==> config.mk <==
export PLATFORM = sky130hd
export DESIGN_NAME = lcg_period_walker
export DESIGN_NICKNAME = d
export VERILOG_FILES = /design/src/hw/rtl/lpw_pkg.sv /design/src/hw/rtl/lcg_period_walker.sv
export SDC_FILE = /design/constraint.sdc
export NUM_CORES = 1
export LEC_CHECK = 0
export BUFFER_PORTS_ARGS = -buffer_cell sky130_fd_sc_hd__buf_2
export CAP_MARGIN = 15
export CORE_ASPECT_RATIO = 1.1
export CORE_MARGIN = 2
export CORE_UTILIZATION = 40
export DETAILED_ROUTE_END_ITERATION = 12
export HOLD_SLACK_MARGIN = 0.06
export SYNTH_ARGS = -nofsm -noshare
export SYNTH_HDL_FRONTEND = slang
export SYNTH_SLANG_ARGS = --single-unit
export TNS_END_PERCENT = 100
==> constraint.sdc <==
create_clock -name clock -period 12.6 [get_ports clock]
set_input_delay 1.26 -clock clock [delete_from_list [all_inputs] [get_ports clock]]
set_output_delay 1.26 -clock clock [all_outputs]
set_load 0.02 [all_outputs]
==> src/hw/rtl/lpw_pkg.sv <==
`default_nettype none
package lpw_pkg;

   localparam int unsigned MAX_MODULUS = 128;
   localparam int unsigned VAL_W       = 7;
   localparam int unsigned MULT_W      = 7;
   localparam int unsigned INC_W       = 7;
   localparam int unsigned MOD_W       = 8;
   localparam int unsigned FRAC_W      = 16;
   localparam int unsigned POS_W       = 8;
   localparam int unsigned CSR_W       = 8;
   localparam int unsigned CSR_IDX_W   = 2;
   localparam int unsigned ADDR_W      = $clog2(MAX_MODULUS);
   // a*x+c stays below 2^14 for 7-bit operands
   localparam int unsigned SUM_W       = MULT_W + VAL_W;
   localparam int unsigned DIVD_W      = VAL_W + FRAC_W;
   localparam int unsigned CNT_W       = $clog2(DIVD_W + 1);
   localparam int unsigned EPOCH_W     = 4;

   localparam logic [MULT_W-1:0] MULT_RESET = MULT_W'(17);
   localparam logic [INC_W-1:0]  INC_RESET  = INC_W'(43);
   localparam logic [MOD_W-1:0]  MOD_RESET  = MOD_W'(100);
   localparam logic [MOD_W-1:0]  MOD_MIN    = MOD_W'(2);
   localparam logic [MOD_W-1:0]  MOD_MAX    = MOD_W'(MAX_MODULUS);

   typedef enum logic [CSR_IDX_W-1:0] {
      CSR_MULTIPLIER = 2'd0,
      CSR_INCREMENT  = 2'd1,
      CSR_MODULUS    = 2'd2
   } csr_index_type;

   typedef enum logic {
      MODE_RESTART = 1'b0,
      MODE_STEP    = 1'b1
   } mode_type;

endpackage
`default_nettype wire

==> src/hw/rtl/lcg_period_walker.sv <==
// Linear congruential generator that walks one run and detects where it closes.
// Input channel req_*: mode 0 restarts from req_seed, mode 1 advances one step.
// Result channel rsp_*: exactly one item per input item (value, Q0.16 fraction of
// value/modulus, position, cycle_closed, seed_error). csr_* writes multiplier,
// increment and modulus; write only while the block is idle.
// From accept to rsp_valid: a restart or a step after closure runs the fraction division
// and loads the output register; a live step first works (a*x+c) mod m in remainder steps,
// looks the new value up in the map (ST_LOOK, ST_CHECK), then does the same.
// A new item is taken only once the last one has reached the output register. Both
// divisions go through one shared restoring divider that retires one bit per cycle.
// A restart that wraps the 4-bit run epoch of the visited map adds a sweep of the whole
// map, once every 15 restarts. After reset the block sweeps the map with req_ready low;
// configuration writes are taken during that time.
// The result sits in an output register: while the receiver stalls the block
// still accepts and works the next item, then holds until the register frees.
`default_nettype none
module lcg_period_walker (
   input  wire logic                         clock,
   input  wire logic                         reset,
   input  wire logic                         req_valid,
   output logic                              req_ready,
   input  wire logic                         req_mode,
   input  wire logic [lpw_pkg::VAL_W-1:0]    req_seed,
   output logic                              rsp_valid,
   input  wire logic                         rsp_ready,
   output logic [lpw_pkg::VAL_W-1:0]         rsp_value,
   output logic [lpw_pkg::FRAC_W-1:0]        rsp_fraction,
   output logic [lpw_pkg::POS_W-1:0]         rsp_position,
   output logic                              rsp_cycle_closed,
   output logic                              rsp_seed_error,
   input  wire logic                         csr_we,
   input  wire logic [lpw_pkg::CSR_IDX_W-1:0] csr_index,
   input  wire logic [lpw_pkg::CSR_W-1:0]    csr_wdata
);

   typedef enum logic [2:0] {
      ST_SWEEP,
      ST_IDLE,
      ST_MOD,
      ST_LOOK,
      ST_CHECK,
      ST_FRAC,
      ST_DONE
   } state_type;

   localparam int unsigned VAL_W   = lpw_pkg::VAL_W;
   localparam int unsigned MOD_W   = lpw_pkg::MOD_W;
   localparam int unsigned FRAC_W  = lpw_pkg::FRAC_W;
   localparam int unsigned POS_W   = lpw_pkg::POS_W;
   localparam int unsigned ADDR_W  = lpw_pkg::ADDR_W;
   localparam int unsigned SUM_W   = lpw_pkg::SUM_W;
   localparam int unsigned DIVD_W  = lpw_pkg::DIVD_W;
   localparam int unsigned CNT_W   = lpw_pkg::CNT_W;
   localparam int unsigned EPOCH_W = lpw_pkg::EPOCH_W;

   state_type state_ff, state_in;

   logic [lpw_pkg::MULT_W-1:0] mult_ff, mult_in;
   logic [lpw_pkg::INC_W-1:0]  inc_ff, inc_in;
   logic [MOD_W-1:0]           mod_ff, mod_in;

   logic [VAL_W-1:0]   cur_ff, cur_in;
   logic [POS_W-1:0]   run_ff, run_in;
   logic               closed_ff, closed_in;
   logic [EPOCH_W-1:0] epoch_ff, epoch_in;
   logic [ADDR_W-1:0]  sweep_ff, sweep_in;

   logic [DIVD_W-1:0]  divd_ff, divd_in;
   logic [MOD_W-1:0]   rem_ff, rem_in;
   logic [FRAC_W-1:0]  quot_ff, quot_in;
   logic [CNT_W-1:0]   cnt_ff, cnt_in;

   logic [VAL_W-1:0]   res_value_ff, res_value_in;
   logic [POS_W-1:0]   res_pos_ff, res_pos_in;
   logic               res_closed_ff, res_closed_in;
   logic               res_err_ff, res_err_in;

   logic               rsp_valid_ff, rsp_valid_in;
   logic [VAL_W-1:0]   rsp_value_ff, rsp_value_in;
   logic [FRAC_W-1:0]  rsp_fraction_ff, rsp_fraction_in;
   logic [POS_W-1:0]   rsp_position_ff, rsp_position_in;
   logic               rsp_closed_ff, rsp_closed_in;
   logic               rsp_err_ff, rsp_err_in;

   logic [EPOCH_W-1:0] map_mem [lpw_pkg::MAX_MODULUS];
   logic [EPOCH_W-1:0] map_rd_ff;
   logic               map_we;
   logic [ADDR_W-1:0]  map_waddr;
   logic [EPOCH_W-1:0] map_wdata;

   logic [MOD_W-1:0]   m_eff;
   logic [MOD_W:0]     trial;
   logic               trial_ge;
   logic [MOD_W:0]     trial_diff;
   logic [MOD_W-1:0]   rem_next;
   logic [SUM_W-1:0]   lcg_sum;

   // clamp the modulus register into the legal range
   always_comb begin
      if (mod_ff < lpw_pkg::MOD_MIN) begin
         m_eff = lpw_pkg::MOD_MIN;
      end else if (mod_ff > lpw_pkg::MOD_MAX) begin
         m_eff = lpw_pkg::MOD_MAX;
      end else begin
         m_eff = mod_ff;
      end
   end

   // one restoring division step: shift in the next dividend bit
   assign trial      = {rem_ff, divd_ff[DIVD_W-1]};
   assign trial_ge   = trial >= {1'b0, m_eff};
   assign trial_diff = trial - {1'b0, m_eff};
   assign rem_next   = trial_ge ? trial_diff[MOD_W-1:0] : trial[MOD_W-1:0];

   assign lcg_sum = SUM_W'(mult_ff) * SUM_W'(cur_ff) + SUM_W'(inc_ff);

   assign req_ready        = (state_ff == ST_IDLE);
   assign rsp_valid        = rsp_valid_ff;
   assign rsp_value        = rsp_value_ff;
   assign rsp_fraction     = rsp_fraction_ff;
   assign rsp_position     = rsp_position_ff;
   assign rsp_cycle_closed = rsp_closed_ff;
   assign rsp_seed_error   = rsp_err_ff;

   always_comb begin
      state_in        = state_ff;
      mult_in         = mult_ff;
      inc_in          = inc_ff;
      mod_in          = mod_ff;
      cur_in          = cur_ff;
      run_in          = run_ff;
      closed_in       = closed_ff;
      epoch_in        = epoch_ff;
      sweep_in        = sweep_ff;
      divd_in         = divd_ff;
      rem_in          = rem_ff;
      quot_in         = quot_ff;
      cnt_in          = cnt_ff;
      res_value_in    = res_value_ff;
      res_pos_in      = res_pos_ff;
      res_closed_in   = res_closed_ff;
      res_err_in      = res_err_ff;
      rsp_valid_in    = rsp_valid_ff;
      rsp_value_in    = rsp_value_ff;
      rsp_fraction_in = rsp_fraction_ff;
      rsp_position_in = rsp_position_ff;
      rsp_closed_in   = rsp_closed_ff;
      rsp_err_in      = rsp_err_ff;
      map_we          = 1'b0;
      map_waddr       = cur_ff[ADDR_W-1:0];
      map_wdata       = epoch_ff;

      if (csr_we) begin
         case (csr_index)
            lpw_pkg::CSR_MULTIPLIER: mult_in = csr_wdata[lpw_pkg::MULT_W-1:0];
            lpw_pkg::CSR_INCREMENT:  inc_in  = csr_wdata[lpw_pkg::INC_W-1:0];
            lpw_pkg::CSR_MODULUS:    mod_in  = csr_wdata[MOD_W-1:0];
            default: ;
         endcase
      end

      if (rsp_valid_ff && rsp_ready) begin
         rsp_valid_in = 1'b0;
      end

      case (state_ff)
         ST_SWEEP: begin
            // the seed of a restart gets the fresh epoch, all else is cleared
            map_we    = 1'b1;
            map_waddr = sweep_ff;
            map_wdata = (sweep_ff == cur_ff[ADDR_W-1:0]) ? epoch_ff : '0;
            sweep_in  = sweep_ff + ADDR_W'(1);
            if (sweep_ff == '1) begin
               if (closed_ff) begin
                  state_in = ST_IDLE;
               end else begin
                  divd_in  = DIVD_W'(res_value_ff) << FRAC_W;
                  rem_in   = '0;
                  cnt_in   = CNT_W'(DIVD_W);
                  state_in = ST_FRAC;
               end
            end
         end
         ST_IDLE: begin
            if (req_valid) begin
               divd_in  = DIVD_W'(cur_ff) << FRAC_W;
               rem_in   = '0;
               cnt_in   = CNT_W'(DIVD_W);
               state_in = ST_FRAC;
               if (req_mode == lpw_pkg::MODE_RESTART) begin
                  if ({1'b0, req_seed} >= m_eff) begin
                     res_value_in  = '0;
                     res_pos_in    = '0;
                     res_closed_in = 1'b0;
                     res_err_in    = 1'b1;
                     divd_in       = '0;
                  end else begin
                     cur_in        = req_seed;
                     run_in        = POS_W'(1);
                     closed_in     = 1'b0;
                     res_value_in  = req_seed;
                     res_pos_in    = '0;
                     res_closed_in = 1'b0;
                     res_err_in    = 1'b0;
                     divd_in       = DIVD_W'(req_seed) << FRAC_W;
                     if (epoch_ff == '1) begin
                        // epoch wraps: wipe the map before reuse
                        epoch_in = EPOCH_W'(1);
                        sweep_in = '0;
                        state_in = ST_SWEEP;
                     end else begin
                        epoch_in  = epoch_ff + EPOCH_W'(1);
                        map_we    = 1'b1;
                        map_waddr = req_seed[ADDR_W-1:0];
                        map_wdata = epoch_ff + EPOCH_W'(1);
                     end
                  end
               end else if (closed_ff) begin
                  res_value_in  = cur_ff;
                  res_pos_in    = run_ff;
                  res_closed_in = 1'b1;
                  res_err_in    = 1'b0;
               end else begin
                  divd_in  = DIVD_W'(lcg_sum) << (DIVD_W - SUM_W);
                  cnt_in   = CNT_W'(SUM_W);
                  state_in = ST_MOD;
               end
            end
         end
         ST_MOD: begin
            divd_in = divd_ff << 1;
            rem_in  = rem_next;
            cnt_in  = cnt_ff - CNT_W'(1);
            if (cnt_ff == CNT_W'(1)) begin
               cur_in   = rem_next[VAL_W-1:0];
               state_in = ST_LOOK;
            end
         end
         ST_LOOK: begin
            state_in = ST_CHECK;
         end
         ST_CHECK: begin
            res_value_in = cur_ff;
            res_pos_in   = run_ff;
            res_err_in   = 1'b0;
            if (map_rd_ff == epoch_ff) begin
               closed_in     = 1'b1;
               res_closed_in = 1'b1;
            end else begin
               map_we        = 1'b1;
               res_closed_in = 1'b0;
               run_in        = run_ff + POS_W'(1);
            end
            divd_in  = DIVD_W'(cur_ff) << FRAC_W;
            rem_in   = '0;
            cnt_in   = CNT_W'(DIVD_W);
            state_in = ST_FRAC;
         end
         ST_FRAC: begin
            divd_in = divd_ff << 1;
            rem_in  = rem_next;
            quot_in = {quot_ff[FRAC_W-2:0], trial_ge};
            cnt_in  = cnt_ff - CNT_W'(1);
            if (cnt_ff == CNT_W'(1)) begin
               state_in = ST_DONE;
            end
         end
         ST_DONE: begin
            // hold until the output register is free
            if (!rsp_valid_ff || rsp_ready) begin
               rsp_valid_in    = 1'b1;
               rsp_value_in    = res_value_ff;
               rsp_fraction_in = quot_ff;
               rsp_position_in = res_pos_ff;
               rsp_closed_in   = res_closed_ff;
               rsp_err_in      = res_err_ff;
               state_in        = ST_IDLE;
            end
         end
         default: begin
            state_in = ST_IDLE;
         end
      endcase
   end

   always_ff @(posedge clock) begin
      if (reset) begin
         state_ff     <= ST_SWEEP;
         mult_ff      <= lpw_pkg::MULT_RESET;
         inc_ff       <= lpw_pkg::INC_RESET;
         mod_ff       <= lpw_pkg::MOD_RESET;
         cur_ff       <= '0;
         run_ff       <= '0;
         closed_ff    <= 1'b1;
         epoch_ff     <= '0;
         sweep_ff     <= '0;
         cnt_ff       <= '0;
         rsp_valid_ff <= 1'b0;
      end else begin
         state_ff     <= state_in;
         mult_ff      <= mult_in;
         inc_ff       <= inc_in;
         mod_ff       <= mod_in;
         cur_ff       <= cur_in;
         run_ff       <= run_in;
         closed_ff    <= closed_in;
         epoch_ff     <= epoch_in;
         sweep_ff     <= sweep_in;
         cnt_ff       <= cnt_in;
         rsp_valid_ff <= rsp_valid_in;
      end
      divd_ff         <= divd_in;
      rem_ff          <= rem_in;
      quot_ff         <= quot_in;
      res_value_ff    <= res_value_in;
      res_pos_ff      <= res_pos_in;
      res_closed_ff   <= res_closed_in;
      res_err_ff      <= res_err_in;
      rsp_value_ff    <= rsp_value_in;
      rsp_fraction_ff <= rsp_fraction_in;
      rsp_position_ff <= rsp_position_in;
      rsp_closed_ff   <= rsp_closed_in;
      rsp_err_ff      <= rsp_err_in;
   end

   // visited map: each entry holds the epoch of the run that last marked it
   always_ff @(posedge clock) begin
      if (map_we) begin
         map_mem[map_waddr] <= map_wdata;
      end
      map_rd_ff <= map_mem[cur_ff[ADDR_W-1:0]];
   end

endmodule
`default_nettype wire
### Word-level counts from Yosys, hierarchy flattened

Memory sizes are Yosys's and may differ from the RTL's. A register that Yosys moved wholly into a read port is not among the register bits.
Index checks and enable logic that the tools add are counted.

* memories kept: 1
* bits of input ports: 23
* word-level logic and storage cells: 177
* RAM bits: 512
* output and inout bits: 35
* register bits after elaboration: 155

* reduce and logical (&&, ||, !) cells: 22
* bitwise gates (word level): 2
* $mul: 1
* equal/unequal tests: 25
* order comparisons: 4
* add/subtract/negate cells: 6
* mux-type cells: 93

Memory list
* map_mem: depth 128, bits a word 4, read ports 1, clocked after Yosys merged registers in 1, wr ports 1, RTL line lcg_period_walker.sv:85 `logic [EPOCH_W-1:0] map_mem [lpw_pkg::MAX_MODULUS];`

Operators by type and width (count)
* $mux 23: 6
* $mux 7: 16
* $mux 8: 13
* $pmux 23 s4: 1
* $pmux 7 s2: 4
* $pmux 8 s2: 2
* $pmux 8 s4: 1
* $mux 3: 10
* $mux 5: 5
* $reduce_and 5->1: 5
* $mux 4: 6
* $mux 1: 22
* $pmux 3 s7: 1
* $ne 2x2->1 const B: 10
* $pmux 5 s4: 1
* $add 14x7->14: 1
* $mul 7x7->14: 1
* $eq 3x3->1 const B: 3
* $ge 9x8->1: 1
* $add 8x1->8 const B: 1
* $ge 7x8->1: 1
* $gt 8x8->1 const B: 1
* $lt 8x2->1 const B: 1
* $pmux 4 s2: 1
* other kinds (29): 39

### Depth between registers and ports, before layout

* word-level depth: 10
* depth in mapped cells: 22
* gate-level depth less buffers: 18

### Least setup slack after synthesis

No wires, ideal clock.

* path type: in2reg
* from: input req_seed[0] (netlist bit)
* to: memory map_mem[0][1], data pin
* arrival time: 7345 ps
* slack: 4058 ps
* setup time: 1197 ps
* stages: 7
* cells stage by stage: inv_1 > ha_1 > nor2b_1 > o21ai_1 > a211oi_4 > o21ai_0 > o21ai_0

* longest elaborated chain between the ends: 5

RTL lines
* start: declaration: RTL line lcg_period_walker.sv:23 `input wire logic [lpw_pkg::VAL_W-1:0] req_seed,`
* $ge 7x8->1: RTL line lcg_period_walker.sv:191 `if ({1'b0, req_seed} >= m_eff) begin`
* $mux 4: RTL line lcg_period_walker.sv:191
* $mux 4: RTL line lcg_period_walker.sv:190 `if (req_mode == lpw_pkg::MODE_RESTART) begin`
* $mux 4: RTL line lcg_period_walker.sv:185 `if (req_valid) begin`
* $pmux 4 s2: RTL line lcg_period_walker.sv:166 `case (state_ff)`
* via map_wdata[1]: RTL line lcg_period_walker.sv:89 `logic [EPOCH_W-1:0] map_wdata;`
* end: declaration: RTL line lcg_period_walker.sv:85

The timed path passes the listed nets, and every way through them passes these cells.

### Worst setup path after layout

* from: register cur_ff[2]
* to: register divd_ff[21], data pin

* longest elaborated chain between the ends: 6

RTL lines
* start: declaration: RTL line lcg_period_walker.sv:62 `logic [VAL_W-1:0] cur_ff, cur_in;`
* start signal: assignment: RTL line lcg_period_walker.sv:304 `cur_ff <= cur_in;`
* $mul 7x7->14: RTL line lcg_period_walker.sv:115 `assign lcg_sum = SUM_W'(mult_ff) * SUM_W'(cur_ff) + SUM_W'(inc_ff);`
* $add 14x7->14: RTL line lcg_period_walker.sv:115
* $mux 23: RTL line lcg_period_walker.sv:218 `end else if (closed_ff) begin`
* $mux 23: RTL line lcg_period_walker.sv:190
* $mux 23: RTL line lcg_period_walker.sv:185
* $pmux 23 s4: RTL line lcg_period_walker.sv:166
* via divd_in[21]: RTL line lcg_period_walker.sv:68 `logic [DIVD_W-1:0] divd_ff, divd_in;`
* end signal: assignment: RTL line lcg_period_walker.sv:312 `divd_ff <= divd_in;`
* end: declaration: RTL line lcg_period_walker.sv:68

The timed path passes the listed nets, and every way through them passes these cells. The select of a mux whose other input is x is not followed.
A chain may end at the register's enable or synchronous reset.

==> flow_metrics.tcl <==
set metrics [dict create \
    status "finished, final reports clean" \
    yosys.area_share.simple_pct 7.99 \
    cp-end-kind "register" \
    register_area_sq_um 19300 \
    slew_viol_final 0 \
    clkLatencyLatePin_ns 0.63 \
    rows 104 \
    post-cts-setup-buffer-count 0 \
    dr.pass1.iters 7 \
    crit_path_top_delay_cell "buf_4" \
    synth_seq_cells 662 \
    synth_edf_count 600 \
    cts_buffers 72 \
    ctsRootBufferMaster "clkbuf_16" \
    gp_congestion 0.860 \
    fillers 6335 \
    dr_total_vias 16300 \
    h-tree-depth 3 \
    critPathArrivalTime_ns 6.01 \
    worstSetupPathType "reg -> reg" \
    routed_wl_microns 68700 \
    fin_skew_ns 0.0315 \
    synth_area_sq_um 29400 \
    viasPerCell 5.57 \
    cts_tree "done" \
    cpPeakStageDelay_ns 0.70 \
    grt-busiest-layer "met2" \
    ioPinCount 58 \
    synthFlopType "edfxtp_1" \
    yosysSeqAreaShare_pct 65.5 \
    rsz0062_at_grt "no" \
    numPortBuffers 57 \
    grt_usage_pct 18.4 \
    synthesis.nets 1967 \
    drive_gt1_share_pct 19.6 \
    maxCapViolations 0 \
    path_buf_inv 3 \
    hold_path_class "reg -> reg" \
    synth_compound_area_share_pct 4.92 \
    synthToLayoutAreaGrowth_pct 12.2 \
    tightestPinTransition_ns 1.13 \
    finalNetCount 2030 \
    crit_family "adder cells" \
    syn_avg_cell_area_sq_um 15.8 \
    antenna_found_initial 0 \
    synth_xor_area_share_pct 1.01 \
    dieArea_sq_um 75700 \
    grt_max_degree 114 \
    first_iter_violations 1602 \
    synth_cell_types 72 \
    crit_required_ns 13.02 \
    die_h_microns 288 \
    wl_per_cell_microns 23.4 \
    grt_pass1_vias 17100 \
    synth_mux_area_share_pct 13.7 \
    p_leak_uw 0.0105 \
    final_common_cell "edfxtp_1" \
    multiInputGateArea_sq_um 9520 \
    crit_top_cell "fa_1" \
    grt_use_met3_pct 3.19 \
    synthAdderAreaFrac_pct 4.52 \
    async_flop_share_pct 0 \
    final_cell_mix "edfxtp_1, nor2_1, mux4_2" \
    crit_chain "buf_4, nand2_1, fa_1, fa_1, fa_1, fa_1, inv_1, ha_1, inv_1, o21bai_1, a2111oi_0, nor2_1, a41oi_1, mux2i_1, nor2_1, o41ai_1" \
    synthCells 1857 \
    ctsHoldBuffers 0 \
    yosys_warnings 0 \
    setup_viol 0 \
    clkSinkCount 662 \
    drc_errors 0 \
    holdWs_ns 0.419 \
    crit_fanout 46 \
    fmax_ghz 0.179 \
    start_util_pct 40.3 \
    grt_pass1_wl_microns 106000 \
    timing.slew.headroom_pct 24.8 \
    core_area_sq_um 73000 \
    tns_ns 0 \
    num_antenna_cells 0 \
    fin_crit_ns 5.59 \
    hpwl_microns 42900 \
    min_period_over_period_pct 44.4 \
    cts.clk_slew.worst_paths_ns 0.06 \
    critPathLaunchType "register" \
    cts_resized 0 \
    gr-total-overflow 0 \
    power_density_nw_per_um2 135 \
    dieWidth_microns 262 \
    vdd_drop_max_mv 0.111 \
    clk_path_buf_depth 3 \
    grt_util_met2_pct 31.6 \
    final-hold-violation-count 0 \
    ant_nets 0 \
    synth_top_family_by_area "multiplexers" \
    globalRouteMet1Util_pct 24.5 \
]
-- state kept, by name, indices dropped and copies added, names as in the netlist, 8 cells and up --
name and count:
rsp_fraction 16, mod_ff 8, res_pos_ff 8, rem_ff 8
divd_ff 14, quot_ff 16, map_mem 512, rsp_position 8
run_ff 8
-- metal layers --
metal | vias to the layer above | wire, microns
li1 | 7313 | -
met1 | 8390 | 29200
met2 | 531 | 34200
met3 | 93 | 3930
met4 | 0 | 1380
met5 | - | 0
-- cell type report --
| type | count | share of cell area, % |
|---|---|---|
| sequential | 662 | 58.5 |
| multi-input combinational | 1027 | 28.9 |
| clock buffer | 97 | 5.97 |
| tap | 954 | 3.62 |
| timing repair buffer | 82 | 1.47 |
| inverter | 75 | 0.854 |
| clock inverter | 34 | 0.729 |
-- per-stage QoR --
| stage | cells | cell area [sq um] | setup slack [ns] | power (uW) | utilization, % |
|---|---|---|---|---|---|
| final | 2931 | 33000 | 7.01 | 4440 | 45.1 |
| after global routing | 2931 | 33000 | 6.65 | 4580 | 45.1 |
| after CTS | 2931 | 33000 | 6.98 | 4480 | 45.1 |
| after detailed placement | 2800 | 30700 | 7.01 | 2520 | 42.1 |
| after global placement | 2800 | 30700 | 7.06 | 2520 | 42.1 |
| after floorplan | 1857 | 29400 | 4.06 | 2480 | - |
-- worst paths after layout --
| kind | slack, ns | from | endpoint | cells after the start |
|---|---|---|---|---|
| max reg2reg | 7.01 | cur_ff[2] | divd_ff[21] | 16 |
| min reg2reg | 0.42 | quot_ff[15] | rsp_fraction[15] | 0 |
| max | 7.01 | cur_ff[2] | divd_ff[21] | 16 |
| min | 0.42 | quot_ff[15] | rsp_fraction[15] | 0 |
-- synth_stat cells, types with 7 or more instances --
master | number | share of area, %
edfxtp_1 | 600 | 61
nor2_1 | 207 | 2.6
mux4_2 | 168 | 13
nand2_1 | 148 | 1.9
inv_1 | 72 | 0.92
dfxtp_1 | 62 | 4.2
ha_1 | 55 | 2.3
clkbuf_1 | 52 | 0.66
a21oi_1 | 42 | 0.72
and2_1 | 40 | 0.85
o21ai_0 | 36 | 0.61
fa_1 | 32 | 2.2
xor2_1 | 29 | 0.86
buf_2 | 25 | 0.43
mux2i_1 | 25 | 0.85
nand4_1 | 22 | 0.47
a22o_1 | 14 | 0.42
buf_1 | 14 | 0.18
nor3_1 | 14 | 0.24
nand3_1 | 11 | 0.19
a211oi_1 | 10 | 0.26
and3_1 | 10 | 0.21
nand3b_1 | 10 | 0.26
a31oi_1 | 9 | 0.19
nand2b_1 | 9 | 0.19
nand3_2 | 8 | 0.27
o211ai_1 | 8 | 0.20
o221ai_1 | 8 | 0.24
o31ai_1 | 8 | 0.20
nor2b_1 | 7 | 0.15
-- worst register-to-register path: cells and delay by family (launching register included) --
kind | cells | cell delay [ns]
adder cells (fa/ha/maj) | 5 | 2.24
AO/OA/AOI/OAI | 4 | 1.40
buffers and inverters | 3 | 0.84
AND/OR/NAND/NOR | 3 | 0.41
flip-flops | 1 | 0.31
multiplexers | 1 | 0.22
-- where the power goes --
| part | internal (uW) | total [uW] | switching [uW] |
|---|---|---|---|
| clock network | 1110 | 1970 | 856 |
| logic | 28.2 | 95.4 | 67.2 |
| registers | 2370 | 2380 | 7.34 |
| total | 3510 | 4440 | 930 |
-- logic make-up after synthesis --
family / Yosys count
AOI/OAI and AO/OA: 202
xor gates and xnor gates: 34
adders and majority gates: 87
buffers and inverters: 168
DFF: 662
muxes: 193
and+or+nand+nor: 511
Power figures use the tool's default switching activity.
